===== config.mk =====
export PLATFORM = sky130hd
export DESIGN_NAME = dtq_cell
export DESIGN_NICKNAME = d
export VERILOG_FILES = /design/src/rtl/dtq_pkg.sv /design/src/rtl/dtq_cell.sv
export SDC_FILE = /design/constraint.sdc
export NUM_CORES = 1
export LEC_CHECK = 0
export ABC_AREA = 1
export BUFFER_PORTS_ARGS = -buffer_cell sky130_fd_sc_hd__buf_2
export CORE_AREA = 2 2 187 189
export CTS_CLUSTER_DIAMETER = 50
export CTS_CLUSTER_SIZE = 25
export DETAILED_ROUTE_END_ITERATION = 6
export DIE_AREA = 0 0 189 191
export GPL_TIMING_DRIVEN = 0
export PLACE_DENSITY = 0.67
export SYNTH_ARGS = -nofsm -noshare
export SYNTH_HDL_FRONTEND = slang
export SYNTH_SLANG_ARGS = --single-unit

===== constraint.sdc =====
create_clock -name aclk -period 4.25 [get_ports aclk]
set_input_delay 0.425 -clock aclk [delete_from_list [all_inputs] [get_ports aclk]]
set_output_delay 0.425 -clock aclk [all_outputs]
set_load 0.005 [all_outputs]

===== src/rtl/dtq_pkg.sv =====
// Shared types and constants for the deadline timer queue.
// Used by dtq_cell, dtq_ctrl and deadline_timer_queue; depends on nothing.
`default_nettype none

package dtq_pkg;

    localparam int TIME_BITS     = 48;
    localparam int ID_BITS       = 16;
    localparam int REQ_BITS      = 2;
    localparam int STATUS_BITS   = 3;
    localparam int S_TDATA_W     = 112;
    localparam int M_TDATA_W     = 16;
    localparam int DEF_MAX_TASKS = 16;

    localparam logic [REQ_BITS-1:0] REQ_REGISTER   = 2'd0;
    localparam logic [REQ_BITS-1:0] REQ_UNREGISTER = 2'd1;
    localparam logic [REQ_BITS-1:0] REQ_TICK       = 2'd2;

    localparam logic [STATUS_BITS-1:0] ST_REGISTERED = 3'd0;
    localparam logic [STATUS_BITS-1:0] ST_FULL       = 3'd1;
    localparam logic [STATUS_BITS-1:0] ST_UNREG      = 3'd2;
    localparam logic [STATUS_BITS-1:0] ST_FIRED      = 3'd3;
    localparam logic [STATUS_BITS-1:0] ST_NONE       = 3'd4;

    typedef enum logic [1:0] {
        S_IDLE,
        S_REG,
        S_UNREG,
        S_TICK
    } state_t;

    typedef struct packed {
        logic                 valid;
        logic [TIME_BITS-1:0] deadline;
        logic [ID_BITS-1:0]   id;
    } entry_t;

    // Wave state handed from one cell to the next during a sweep.
    typedef struct packed {
        logic                 rm;     // removal point already passed
        logic                 bf;     // a due entry has been found
        logic [TIME_BITS-1:0] bd;     // earliest due deadline so far
        logic [ID_BITS-1:0]   bid;    // its id
    } carry_t;

    // Broadcast from the controller to every cell.
    typedef struct packed {
        logic                 step;
        logic                 tick;
        logic                 tgt_v;
        logic [ID_BITS-1:0]   key;
        logic [TIME_BITS-1:0] now;
        logic                 wr_en;
        logic [TIME_BITS-1:0] wr_deadline;
        logic [ID_BITS-1:0]   wr_id;
    } ctrl_t;

endpackage

`default_nettype wire


===== src/rtl/dtq_cell.sv =====
// One slot of the timer row: holds an entry and takes part in the sweep wave.
// Depends on dtq_pkg.
`default_nettype none

module dtq_cell #(
    parameter int MAX_TASKS = dtq_pkg::DEF_MAX_TASKS,
    parameter int INDEX     = 0
) (
    input  wire logic                          aclk,
    input  wire logic                          aresetn,
    input  wire dtq_pkg::ctrl_t                ctrl,
    input  wire logic [$clog2(MAX_TASKS)-1:0]  pos,
    input  wire logic [$clog2(MAX_TASKS)-1:0]  tgt,
    input  wire logic                          prev_valid,
    input  wire dtq_pkg::carry_t               carry_in,
    input  wire logic [$clog2(MAX_TASKS)-1:0]  bidx_in,
    input  wire dtq_pkg::entry_t               next_entry,
    output dtq_pkg::entry_t                    entry,
    output dtq_pkg::carry_t                    carry_q,
    output logic [$clog2(MAX_TASKS)-1:0]       bidx_q,
    output dtq_pkg::carry_t                    carry_out,
    output logic [$clog2(MAX_TASKS)-1:0]       bidx_out
);

    localparam int IW = $clog2(MAX_TASKS);
    localparam logic [IW-1:0] OWN = IW'(INDEX);

    logic                        valid_reg, valid_next;
    logic [dtq_pkg::TIME_BITS-1:0] dl_reg, dl_next;
    logic [dtq_pkg::ID_BITS-1:0]   id_reg, id_next;
    dtq_pkg::carry_t             carry_reg, carry_next;
    logic [IW-1:0]               bidx_reg, bidx_next;

    logic            active;
    logic            hit;
    logic            rm_out;
    logic            take;
    dtq_pkg::entry_t mine;
    dtq_pkg::entry_t r;

    assign mine    = '{valid: valid_reg, deadline: dl_reg, id: id_reg};
    assign entry   = mine;
    assign carry_q = carry_reg;
    assign bidx_q  = bidx_reg;

    always_comb begin
        active = ctrl.step && (pos == OWN);
        if (ctrl.tick) begin
            hit = ctrl.tgt_v && (tgt == OWN);
        end else begin
            hit = !carry_in.rm && valid_reg && (id_reg == ctrl.key);
        end
        rm_out = carry_in.rm || hit;
        r      = rm_out ? next_entry : mine;
        take   = ctrl.tick && r.valid && (r.deadline <= ctrl.now)
                 && (!carry_in.bf || (r.deadline < carry_in.bd));

        carry_out    = carry_in;
        carry_out.rm = rm_out;
        bidx_out     = bidx_in;
        if (take) begin
            carry_out.bf  = 1'b1;
            carry_out.bd  = r.deadline;
            carry_out.bid = r.id;
            bidx_out      = OWN;
        end

        valid_next = valid_reg;
        dl_next    = dl_reg;
        id_next    = id_reg;
        carry_next = carry_reg;
        bidx_next  = bidx_reg;
        if (active) begin
            carry_next = carry_out;
            bidx_next  = bidx_out;
            if (rm_out) begin
                valid_next = next_entry.valid;
                dl_next    = next_entry.deadline;
                id_next    = next_entry.id;
            end
        end
        // append at the first free slot
        if (ctrl.wr_en && !valid_reg && prev_valid) begin
            valid_next = 1'b1;
            dl_next    = ctrl.wr_deadline;
            id_next    = ctrl.wr_id;
        end
    end

    always_ff @(posedge aclk) begin
        if (!aresetn) begin
            valid_reg <= 1'b0;
            carry_reg <= '0;
        end else begin
            valid_reg <= valid_next;
            carry_reg <= carry_next;
        end
    end

    always_ff @(posedge aclk) begin
        dl_reg   <= dl_next;
        id_reg   <= id_next;
        bidx_reg <= bidx_next;
    end

endmodule

`default_nettype wire


==> impl_metrics.env <==
export IMPL_syn_nets=1742
export IMPL_p_comb_frac=0.314
export IMPL_internal_power_mw=3.00
export IMPL_pwr_share_seq=0.327
export IMPL_cpMostUsedCell="nand2_1"
export IMPL_grt_usage=0.243
export IMPL_grt_first_pass_wirelength_microns=66000
export IMPL_synth_cells=1369
export IMPL_crit_fanout=6
export IMPL_grt_ovfl_total=0
export IMPL_status="finished, violations left"
export IMPL_grt_max_degree=51
export IMPL_synth_seq_area_share=0.335
export IMPL_hold_viol=0
export IMPL_cts_clk_slew_worst_paths_ns=0.07
export IMPL_fin_tns_setup_ns=-30.51
export IMPL_cts_sinks=135
export IMPL_cts_tree="built"
export IMPL_start_util=0.296
export IMPL_htreeDepth=4
export IMPL_min_period_over_period=1.12
export IMPL_ant_nets=0
export IMPL_finalSetupViolCount=69
export IMPL_clock_path_buffers=2
export IMPL_finalInstanceArea_sq_mm=0.0161
export IMPL_first_pass_iters=5
export IMPL_fp_dieW_microns=189
export IMPL_ir_drop_mv=0.276
export IMPL_switching_power_mw=1.46
export IMPL_critPathArrivalTime_ns=4.32
export IMPL_grt_pass1_vias=11300
export IMPL_clock_root_buffer="clkbuf_16"
export IMPL_required_ns=3.83
export IMPL_synth_area_sq_mm=0.0101
export IMPL_critPathKind="flip-flop to output pin"
export IMPL_largest_reg_flops=66
export IMPL_route_vias_total=11700
export IMPL_synth_edf_count=68
export IMPL_setup_slack_ns=-0.498
export IMPL_fin_total_pwr_mw=4.46
export IMPL_critPathLaunchType="flip-flop"
export IMPL_final_max_slew_viol_count=0
export IMPL_p_leak_nw=8.51
export IMPL_portBuffers=481
export IMPL_yosys_warnings=0
export IMPL_finalWeightedCongestion=0.934
export IMPL_maxSlewHeadroom=0.269
export IMPL_power_density_mw_per_mm2=277
export IMPL_slowest_delay_ns=0.39
export IMPL_dp_hpwl_microns=35300
export IMPL_switching_share=0.327
export IMPL_syn_area_per_cell_sq_um=7.38
export IMPL_clkLatencyLatePin_ns=0.46
export IMPL_violations="setup timing"
export IMPL_rows=68
export IMPL_wl_per_cell_microns=19.4
export IMPL_clock_skew_ns=0.0143
export IMPL_ys_seq_elements=135
export IMPL_p_clk_frac=0.359
export IMPL_post_route_util=0.472
export IMPL_drive_above_1_share=0.457
export IMPL_drc_errors=0
export IMPL_dpl_cell_area_sq_mm=0.0131
export IMPL_detail_route_vias_per_cell=4.85
export IMPL_drtIter0Drc=605
export IMPL_cts_buffers_inserted=17
export IMPL_synthFlopType="edfxtp_1"
export IMPL_syn_to_final_growth_pct=59.4
export IMPL_cp_slowest_cell="edfxtp_1"
export IMPL_core_area_sq_mm=0.0341
export IMPL_antenna_found_initial=11
export IMPL_worst_pin_slew_ns=1.10
export IMPL_nets=2305
export IMPL_max_freq_mhz=211
export IMPL_period_minus_slack_ns=4.75
export IMPL_end_kind="output pin"
export IMPL_async_flop_share=0
export IMPL_hold_class="input pin to flip-flop"
export IMPL_dieHeight_microns=191
export IMPL_routed_wl_microns=46700
export IMPL_die_area_sq_mm=0.0361
export IMPL_io_pins=483
export IMPL_maxCapViolCount=0
export IMPL_synthDistinctLibCells=34
export IMPL_rsz0062_at_grt="yes"
[cell usage in the layout, fill, tap and decap left out, types with 20 or more instances in the layout]
cell type / Yosys / final
nand3_1: 141 / 118
nor2_1: 35 / 26
a21oi_1: 37 / 34
dfxtp_1: 67 / 67
ha_4: 0 / 20
edfxtp_1: 68 / 68
clkbuf_16: 0 / 32
nand2_4: 0 / 38
mux2_2: 64 / 64
nand2_1: 457 / 318
buf_4: 3 / 39
clkbuf_1: 42 / 32
o21a_1: 64 / 64
buf_6: 12 / 30
nand2_2: 1 / 101
buf_2: 7 / 466
ha_1: 95 / 74
inv_1: 203 / 200
[cells in the mapped netlist, drive strengths merged, types with 3 or more instances]
cell type / number / area share
dfxtp: 67 / 0.13
o211ai: 3 / 0.0022
ha: 95 / 0.12
inv: 204 / 0.076
a211oi: 8 / 0.0059
a31oi: 4 / 0.0025
mux2: 64 / 0.071
o21a: 64 / 0.048
o21ai: 18 / 0.0089
edfxtp: 68 / 0.20
nand2: 458 / 0.17
buf: 23 / 0.019
a21oi: 37 / 0.018
nor3: 5 / 0.0025
clkbuf: 42 / 0.016
o221ai: 3 / 0.0026
nand3: 141 / 0.070
xnor2: 4 / 0.0035
nand4: 14 / 0.0087
nor2: 35 / 0.013
[power groups by stage]
stage | Clock [mW] | Combinational [mW] | Sequential, mW
after floorplan | 0 | 0.549 | 1.49
after global placement | 0 | 1.01 | 1.49
after detailed placement | 0 | 1.04 | 1.49
after CTS | 1.62 | 1.24 | 1.46
after global routing | 1.67 | 1.52 | 1.47
final | 1.60 | 1.40 | 1.46
[path summary, 6_finish.rpt]
| path | startpoint | to | slack (ns) | cells past startpoint |
|---|---|---|---|---|
| worst min-delay path | next_entry[64] | valid_reg$_SDFFE_PN0P_ | 0.26 | 3 |
| worst max register to register | id_reg[14]$_DFFE_PP_ | carry_q[54]$_SDFFE_PN0P_ | 0.21 | 31 |
| worst min register to register | carry_q[65]$_SDFFE_PN0P_ | carry_q[65]$_SDFFE_PN0P_ | 0.48 | 2 |
| worst max-delay path | id_reg[14]$_DFFE_PP_ | carry_out[58] | -0.50 | 29 |
[layer usage]
metal  wire length [microns]  track usage  part of all wire  vias to the layer above
li1                        -            -                 -                     5614
met1                   18800        0.297              0.40                     5508
met2                   23600        0.428              0.50                      506
met3                    3230       0.0503             0.069                       69
met4                    1130       0.0754             0.024                        2
met5                      10            0           0.00021                        -
[what timing repair did]
action | 4_1_cts | 5_1_grt
buffers inserted | 31 | 21
pin swaps | 35 | 33
endpoints found under the setup margin | 138 | 138
cloned | 7 | 6
gates resized for setup | 226 | 179
hold buffers | 0 | 0
[area by class of cell]
class                      count  area, sq um
fill                        3361        18000
multi-input combinational    965         6780
sequential                   135         3380
timing repair buffer         544         3230
inverter                     204          786
buffer                        64          713
tap                          455          569
clock buffer                  21          472
clock inverter                11          135
antenna                       10         25.0
timing repair inverter         1         8.76
[per-stage QoR]
step | setup WS, ns | hold WS [ns] | instances
3_5_place_dp | -1.77 | 0.472 | 2306
6_report | -0.498 | 0.261 | 2410
5_1_grt | -0.779 | 0.258 | 2410
2_1_floorplan | 0.473 | 0.458 | 1369
4_1_cts | -0.574 | 0.245 | 2376
3_3_place_gp | -2.06 | 0.458 | 2305
[critical path: cells and delay by family (launching register included)]
kind,cells,cell delay [ns]
adder cells (fa/ha/maj),1,0.20
flip-flops,1,0.39
AND/OR/NAND/NOR,15,1.36
AO/OA/AOI/OAI,5,0.85
buffers and inverters,8,1.04
[logic make-up (layout without fill, tap and decap cells)]
logic type / after synthesis / count (layout) / share of synthesized area
fa+ha+maj: 95 / 95 / 0.118
other cells: 0 / 10 / 0
xor+xnor: 4 / 4 / 0.00347
buf+inv: 269 / 845 / 0.111
mux: 64 / 64 / 0.0713
simple gates: 658 / 658 / 0.268
compound gates: 144 / 144 / 0.0940
flops: 135 / 135 / 0.335
Power figures use the tool's default switching activity.
