File: src/rtl/dtq_pkg.sv
// Shared types and constants for the deadline timer queue.
// Used by dtq_cell, dtq_ctrl and deadline_timer_queue; depends on nothing.
`default_nettype none

package dtq_pkg;

    localparam int TIME_BITS     = 48;
    localparam int ID_BITS       = 16;
    localparam int REQ_BITS      = 2;
    localparam int STATUS_BITS   = 3;
    localparam int S_TDATA_W     = 112;
    localparam int M_TDATA_W     = 16;
    localparam int DEF_MAX_TASKS = 16;

    localparam logic [REQ_BITS-1:0] REQ_REGISTER   = 2'd0;
    localparam logic [REQ_BITS-1:0] REQ_UNREGISTER = 2'd1;
    localparam logic [REQ_BITS-1:0] REQ_TICK       = 2'd2;

    localparam logic [STATUS_BITS-1:0] ST_REGISTERED = 3'd0;
    localparam logic [STATUS_BITS-1:0] ST_FULL       = 3'd1;
    localparam logic [STATUS_BITS-1:0] ST_UNREG      = 3'd2;
    localparam logic [STATUS_BITS-1:0] ST_FIRED      = 3'd3;
    localparam logic [STATUS_BITS-1:0] ST_NONE       = 3'd4;

    typedef enum logic [1:0] {
        S_IDLE,
        S_REG,
        S_UNREG,
        S_TICK
    } state_t;

    typedef struct packed {
        logic                 valid;
        logic [TIME_BITS-1:0] deadline;
        logic [ID_BITS-1:0]   id;
    } entry_t;

    // Wave state handed from one cell to the next during a sweep.
    typedef struct packed {
        logic                 rm;     // removal point already passed
        logic                 bf;     // a due entry has been found
        logic [TIME_BITS-1:0] bd;     // earliest due deadline so far
        logic [ID_BITS-1:0]   bid;    // its id
    } carry_t;

    // Broadcast from the controller to every cell.
    typedef struct packed {
        logic                 step;
        logic                 tick;
        logic                 tgt_v;
        logic [ID_BITS-1:0]   key;
        logic [TIME_BITS-1:0] now;
        logic                 wr_en;
        logic [TIME_BITS-1:0] wr_deadline;
        logic [ID_BITS-1:0]   wr_id;
    } ctrl_t;

endpackage

`default_nettype wire

File: src/rtl/dtq_ctrl.sv
// Request sequencer and output register for the timer row.
// Drives the sweep position and broadcast controls; depends on dtq_pkg.
`default_nettype none

module dtq_ctrl #(
    parameter int MAX_TASKS = dtq_pkg::DEF_MAX_TASKS
) (
    input  wire logic                                  aclk,
    input  wire logic                                  aresetn,
    input  wire logic                                  s_tvalid,
    output logic                                       s_tready,
    input  wire logic [dtq_pkg::S_TDATA_W-1:0]         s_tdata,
    input  wire logic [dtq_pkg::REQ_BITS-1:0]          s_tuser,
    output logic                                       m_tvalid,
    input  wire logic                                  m_tready,
    output logic [dtq_pkg::M_TDATA_W-1:0]              m_tdata,
    output logic                                       m_tlast,
    output logic [dtq_pkg::STATUS_BITS-1:0]            m_tuser,
    output dtq_pkg::ctrl_t                             cell_ctrl,
    output logic [$clog2(MAX_TASKS)-1:0]               pos,
    output logic [$clog2(MAX_TASKS)-1:0]               tgt,
    input  wire dtq_pkg::carry_t                       tail_carry,
    input  wire logic [$clog2(MAX_TASKS)-1:0]          tail_bidx,
    input  wire logic                                  table_full
);

    localparam int IW = $clog2(MAX_TASKS);
    localparam logic [IW-1:0] LAST_POS = IW'(MAX_TASKS - 1);
    localparam int TB = dtq_pkg::TIME_BITS;
    localparam int IB = dtq_pkg::ID_BITS;

    dtq_pkg::state_t state_reg, state_next;
    logic [IW-1:0]   pos_reg, pos_next;
    logic [IW-1:0]   tgt_reg, tgt_next;
    logic            tgt_v_reg, tgt_v_next;
    logic            pend_reg, pend_next;
    logic [IB-1:0]   pend_id_reg, pend_id_next;
    logic [IB-1:0]   next_id_reg, next_id_next;
    logic [TB-1:0]   dl_reg, dl_next;
    logic [IB-1:0]   key_reg, key_next;
    logic [TB-1:0]   now_reg, now_next;
    logic                           m_valid_reg, m_valid_next;
    logic [dtq_pkg::STATUS_BITS-1:0] m_status_reg, m_status_next;
    logic [IB-1:0]                  m_id_reg, m_id_next;
    logic                           m_last_reg, m_last_next;

    logic out_free;
    logic at_end;
    logic step;
    logic wr_en;
    logic emit;
    logic [dtq_pkg::STATUS_BITS-1:0] e_status;
    logic [IB-1:0]                   e_id;
    logic                            e_last;

    assign out_free = !m_valid_reg || m_tready;
    assign at_end   = (pos_reg == LAST_POS);
    assign s_tready = (state_reg == dtq_pkg::S_IDLE);

    assign m_tvalid = m_valid_reg;
    assign m_tdata  = m_id_reg;
    assign m_tlast  = m_last_reg;
    assign m_tuser  = m_status_reg;
    assign pos      = pos_reg;
    assign tgt      = tgt_reg;

    always_comb begin
        cell_ctrl.step        = step;
        cell_ctrl.tick        = (state_reg == dtq_pkg::S_TICK);
        cell_ctrl.tgt_v       = tgt_v_reg;
        cell_ctrl.key         = key_reg;
        cell_ctrl.now         = now_reg;
        cell_ctrl.wr_en       = wr_en;
        cell_ctrl.wr_deadline = dl_reg;
        cell_ctrl.wr_id       = next_id_reg;
    end

    always_comb begin
        state_next   = state_reg;
        pos_next     = pos_reg;
        tgt_next     = tgt_reg;
        tgt_v_next   = tgt_v_reg;
        pend_next    = pend_reg;
        pend_id_next = pend_id_reg;
        next_id_next = next_id_reg;
        dl_next      = dl_reg;
        key_next     = key_reg;
        now_next     = now_reg;
        step         = 1'b0;
        wr_en        = 1'b0;
        emit         = 1'b0;
        e_status     = dtq_pkg::ST_NONE;
        e_id         = '0;
        e_last       = 1'b1;

        unique case (state_reg)
            dtq_pkg::S_IDLE: begin
                if (s_tvalid) begin
                    dl_next  = s_tdata[TB-1:0];
                    key_next = s_tdata[TB+IB-1:TB];
                    now_next = s_tdata[2*TB+IB-1:TB+IB];
                    pos_next = '0;
                    unique case (s_tuser)
                        dtq_pkg::REQ_REGISTER:   state_next = dtq_pkg::S_REG;
                        dtq_pkg::REQ_UNREGISTER: state_next = dtq_pkg::S_UNREG;
                        dtq_pkg::REQ_TICK: begin
                            state_next = dtq_pkg::S_TICK;
                            pend_next  = 1'b0;
                            tgt_v_next = 1'b0;
                        end
                        default: state_next = dtq_pkg::S_IDLE;
                    endcase
                end
            end
            dtq_pkg::S_REG: begin
                if (out_free) begin
                    emit       = 1'b1;
                    state_next = dtq_pkg::S_IDLE;
                    if (table_full) begin
                        e_status = dtq_pkg::ST_FULL;
                    end else begin
                        e_status     = dtq_pkg::ST_REGISTERED;
                        e_id         = next_id_reg;
                        wr_en        = 1'b1;
                        next_id_next = next_id_reg + 1'b1;
                    end
                end
            end
            dtq_pkg::S_UNREG: begin
                step = !(at_end && !out_free);
                if (step) begin
                    if (at_end) begin
                        emit       = 1'b1;
                        e_status   = dtq_pkg::ST_UNREG;
                        e_id       = key_reg;
                        state_next = dtq_pkg::S_IDLE;
                    end else begin
                        pos_next = pos_reg + 1'b1;
                    end
                end
            end
            dtq_pkg::S_TICK: begin
                // the held fire goes out once the next sweep shows whether it is the last
                step = !(at_end && (pend_reg || !tail_carry.bf) && !out_free);
                if (step) begin
                    if (at_end) begin
                        emit = pend_reg || !tail_carry.bf;
                        if (pend_reg) begin
                            e_status = dtq_pkg::ST_FIRED;
                            e_id     = pend_id_reg;
                            e_last   = !tail_carry.bf;
                        end
                        pos_next = '0;
                        if (tail_carry.bf) begin
                            pend_next    = 1'b1;
                            pend_id_next = tail_carry.bid;
                            tgt_v_next   = 1'b1;
                            tgt_next     = tail_bidx;
                        end else begin
                            pend_next  = 1'b0;
                            tgt_v_next = 1'b0;
                            state_next = dtq_pkg::S_IDLE;
                        end
                    end else begin
                        pos_next = pos_reg + 1'b1;
                    end
                end
            end
            default: state_next = dtq_pkg::S_IDLE;
        endcase

        m_valid_next  = m_valid_reg;
        m_status_next = m_status_reg;
        m_id_next     = m_id_reg;
        m_last_next   = m_last_reg;
        if (emit) begin
            m_valid_next  = 1'b1;
            m_status_next = e_status;
            m_id_next     = e_id;
            m_last_next   = e_last;
        end else if (m_tready) begin
            m_valid_next = 1'b0;
        end
    end

    always_ff @(posedge aclk) begin
        if (!aresetn) begin
            state_reg   <= dtq_pkg::S_IDLE;
            pos_reg     <= '0;
            tgt_v_reg   <= 1'b0;
            pend_reg    <= 1'b0;
            next_id_reg <= '0;
            m_valid_reg <= 1'b0;
        end else begin
            state_reg   <= state_next;
            pos_reg     <= pos_next;
            tgt_v_reg   <= tgt_v_next;
            pend_reg    <= pend_next;
            next_id_reg <= next_id_next;
            m_valid_reg <= m_valid_next;
        end
    end

    always_ff @(posedge aclk) begin
        tgt_reg      <= tgt_next;
        pend_id_reg  <= pend_id_next;
        dl_reg       <= dl_next;
        key_reg      <= key_next;
        now_reg      <= now_next;
        m_status_reg <= m_status_next;
        m_id_reg     <= m_id_next;
        m_last_reg   <= m_last_next;
    end

endmodule

`default_nettype wire

File: config.mk
export PLATFORM = sky130hd
export DESIGN_NAME = dtq_ctrl
export DESIGN_NICKNAME = d
export VERILOG_FILES = /design/src/rtl/dtq_pkg.sv /design/src/rtl/dtq_ctrl.sv
export SDC_FILE = /design/constraint.sdc
export NUM_CORES = 1
export LEC_CHECK = 0
export BUFFER_PORTS_ARGS = -buffer_cell sky130_fd_sc_hd__buf_2
export CAP_MARGIN = 25
export CORE_AREA = 2 2 134 136
export DETAILED_ROUTE_END_ITERATION = 7
export DIE_AREA = 0 0 136 138
export HOLD_SLACK_MARGIN = 0.08
export PLACE_DENSITY = 0.7
export SETUP_SLACK_MARGIN = 0.3
export SKIP_CTS_REPAIR_TIMING = 1
export SLEW_MARGIN = 20
export SYNTH_ARGS = -nofsm -noshare
export SYNTH_HDL_FRONTEND = slang
export SYNTH_SLANG_ARGS = --single-unit
File: constraint.sdc
create_clock -name aclk -period 4.9 [get_ports aclk]
set_clock_uncertainty 0.05 [all_clocks]
set_input_delay 0 -clock aclk [delete_from_list [all_inputs] [get_ports aclk]]
set_output_delay 0 -clock aclk [all_outputs]
set_load 0.005 [all_outputs]
==> metrics.md <==
| Metric | Value |
|---|---|
| Initial DRC count | 461 |
| Req. time, crit path | 5.19 ns |
| Row Count | 49 |
| Combinational share of power | 0.136 |
| CP Data Arrival Time | 2.64 ns |
| Max-slew violation count | 0 |
| Register bit total from synthesis | 176 |
| P_leak | 4.09 nW |
| Worst Path Max Fanout | 10 |
| Die width | 136 um |
| GRT overflow | 0 |
| Die ar. | 18800 um2 |
| DRC Markers | 0 |
| Fill count | 1437 |
| Via count | 5200 |
| Reg area | 5040 um2 |
| CP cell instances | inv_1, ha_1, nand2b_2, or4_1, or4_1, a21oi_1 |
| Rel. slew slack | 0.554 |
| Gr usage total | 0.186 |
| Dpl ws | 2.54 ns |
| Input/output buffers | 301 |
| Unrepaired setup endpoints after global routing | no |
| Final-stage net count | 1023 |
| Multi-input gate area | 1150 um2 |
| CTS clock-pin slew for the worst setup and hold paths | 0.07 ns |
| Cell count after synthesis | 381 |
| CTS Sinks | 176 |
| Design area | 10100 um2 |
| Crit path time final | 2.35 ns |
| Placed Area | 8100 um2 |
| PD cells | 372 nW/um2 |
| Number of global-route vias before repair | 4545 |
| Sw frac | 0.260 |
| Status | finished, final reports clean |
| R2R depth | 6 |
| Clk root buf | clkbuf_16 |
| CP dominant cell by count | or4_1 |
| Number of max-cap violations | 0 |
| Starting Density | 0.360 |
| Min-Delay Path Class | input pin to flop |
| Slowest stage delay, CP | 0.69 ns |
| Antenna Nets Post-Route | 0 |
| CTS tree | yes |
| Share of layout cells above drive strength 1 | 0.415 |
| Yosys top cell area share | 0.724 |
| Synth Net Count | 578 |
| WL final | 20400 um |
| Avg WL per Cell | 19.1 um |
| Clock Power Share | 0.371 |
| Fmax | 425 MHz |
| Final worst slack | 2.55 ns |
| Final Hold Fails | 0 |
| GPL Wtd Cong | 0.831 |
| Max Root-Sink Buffers | 2 |
| Detailed-router iteration count before antenna repair | 5 |
| Sequential share of power | 0.493 |
| Largest net degree at the start of global routing | 79 |
| Vias per inst | 4.87 |
| Fin Setup TNS | 0 ns |
| Crit. End Element | flop |
| HPWL after DPL | 12900 um |
| Least-Margin Pin Slew | 0.668 ns |
| Num CTS Buffers | 17 |
| CP max-delay cell | or4_1 |
| Die height | 138 um |
| Yosys top cell by area | edfxtp_1 |
| Mean post-synth cell area | 16.6 um2 |
| Synth area leaders | edfxtp_1, dfxtp_1, a222oi_1 |
| H-tree levels | 4 |
| P_sw | 976 uW |
| I/O pins | 351 |
| Core Region | 17500 um2 |
| Clock Latency Late Sink | 0.42 ns |
| # diodes | 0 |
| Sequential fraction of the synthesis area | 0.800 |
| Yosys warnings | 0 |
| P&R area growth vs syn | 59.8% |
| First-pass GRT wire length | 25700 um |
| Period utilization | 0.480 |
| Nature of the critical path startpoint | flop |
| Initial antenna violation count | 0 |
| Min-Delay Path Depth | 4 |
| Synthesized area | 6310 um2 |
| Core Util, Final | 0.575 |
| Critical path class | flop to flop |
| Final setup fails | 0 |
| Internal power | 2.77 mW |
| Maximum VDD drop | 0.000254 V |
| Cell variety after synth | 45 |
[synth_stat cells (all sizes together)]
cell type	instances
a31oi	3
a211oi	3
edfxtp	152
a2111o	1
nor2b	3
nor3	3
and4	4
nor2	32
or2	1
buf	6
and3	3
o22ai	1
ha	8
nand2b	5
a41oi	1
xnor2	3
nand3	8
clkbuf	13
o31ai	2
o21bai	2
a21o	2
or4	4
nor4b	1
o211a	1
or3	6
and2	1
nand4	4
a222oi	16
o2111ai	1
o21ai	9
a211o	1
inv	9
a21oi	13
o21a	2
dfxtp	24
o211ai	1
mux2i	5
nand2	21
xor2	4
a22oi	2
[cells in the final DEF, fill, tap and decap left out, types with 3 or more instances in the layout]
master / synthesis / final
clkinv_8: 0 / 5
nor2b_1: 3 / 3
inv_1: 9 / 9
a21oi_1: 13 / 12
or4_1: 4 / 4
and4_1: 4 / 4
buf_2: 1 / 301
inv_6: 0 / 4
a211oi_1: 3 / 3
xnor2_1: 3 / 3
nand4_1: 4 / 4
a31oi_1: 3 / 3
mux2i_1: 5 / 5
clkbuf_16: 0 / 17
o21ai_0: 9 / 9
and3_1: 3 / 3
a222oi_1: 16 / 16
nor2_1: 32 / 31
buf_4: 3 / 6
nand2_1: 21 / 21
xor2_1: 4 / 4
dfxtp_1: 24 / 24
or3_1: 6 / 6
ha_1: 8 / 8
nand3_1: 8 / 8
dlygate4sd3_1: 0 / 136
edfxtp_1: 152 / 152
nand2b_1: 4 / 4
[routing by layer]
layer,track usage,wire length (um),part of all wire
met4,0.0592,487,0.024
met2,0.320,11000,0.54
met5,0,0,0
met3,0.0843,1960,0.096
met1,0.203,7030,0.34
[layout make-up]
cell class,count,share of cell area
Clock buffer,17,0.0422
Multi-Input combinational cell,177,0.114
Sequential cell,176,0.500
Tap cell,229,0.0284
Inverter,9,0.00335
Timing Repair Buffer,445,0.292
Clock inverter,15,0.0192
[power groups by stage]
stage	Sequential (mW)	Clock [mW]	Combinational (mW)
after floorplan	1.90	0	0.143
after global placement	1.87	0	0.408
after detailed placement	1.87	0	0.413
after CTS	1.84	1.41	0.414
after global routing	1.86	1.47	0.553
final	1.85	1.39	0.508
[kinds of logic after synthesis]
family / share of synthesized area
buf+inv: 0.0198
mux: 0.00793
xor+xnor: 0.00972
simple gates: 0.0760
compound gates: 0.0710
fa+ha+maj: 0.0159
flops: 0.800
[critical path: cells and delay by family (launching register included)]
kind / cells / cell delay, ns
DFF: 1 / 0.34
adders and majority gates: 1 / 0.31
AOI/OAI and AO/OA: 1 / 0.15
buffers and inverters: 1 / 0.08
and+or+nand+nor: 3 / 1.35
[through the flow]
| stage | hold WS [ns] | instances | total power, mW |
|---|---|---|---|
| final | 0.0475 | 1068 | 3.75 |
| after global routing | 0.0999 | 1068 | 3.88 |
| after CTS | -0.327 | 932 | 3.67 |
| after detailed placement | 0.128 | 900 | 2.28 |
| after global placement | 0.126 | 899 | 2.27 |
| after floorplan | 0.0489 | 381 | 2.05 |
[final timing paths]
kind	from	endpoint	slack [ns]
worst min register to register	pos[1]	pos[1]	0.45
worst min-delay path	s_tuser[1]	state_reg[0]	0.05
worst max register to register	state_reg[1]	next_id_reg[15]	2.55
worst max-delay path	state_reg[1]	next_id_reg[15]	2.55
(Power assumes the default switching activity.)
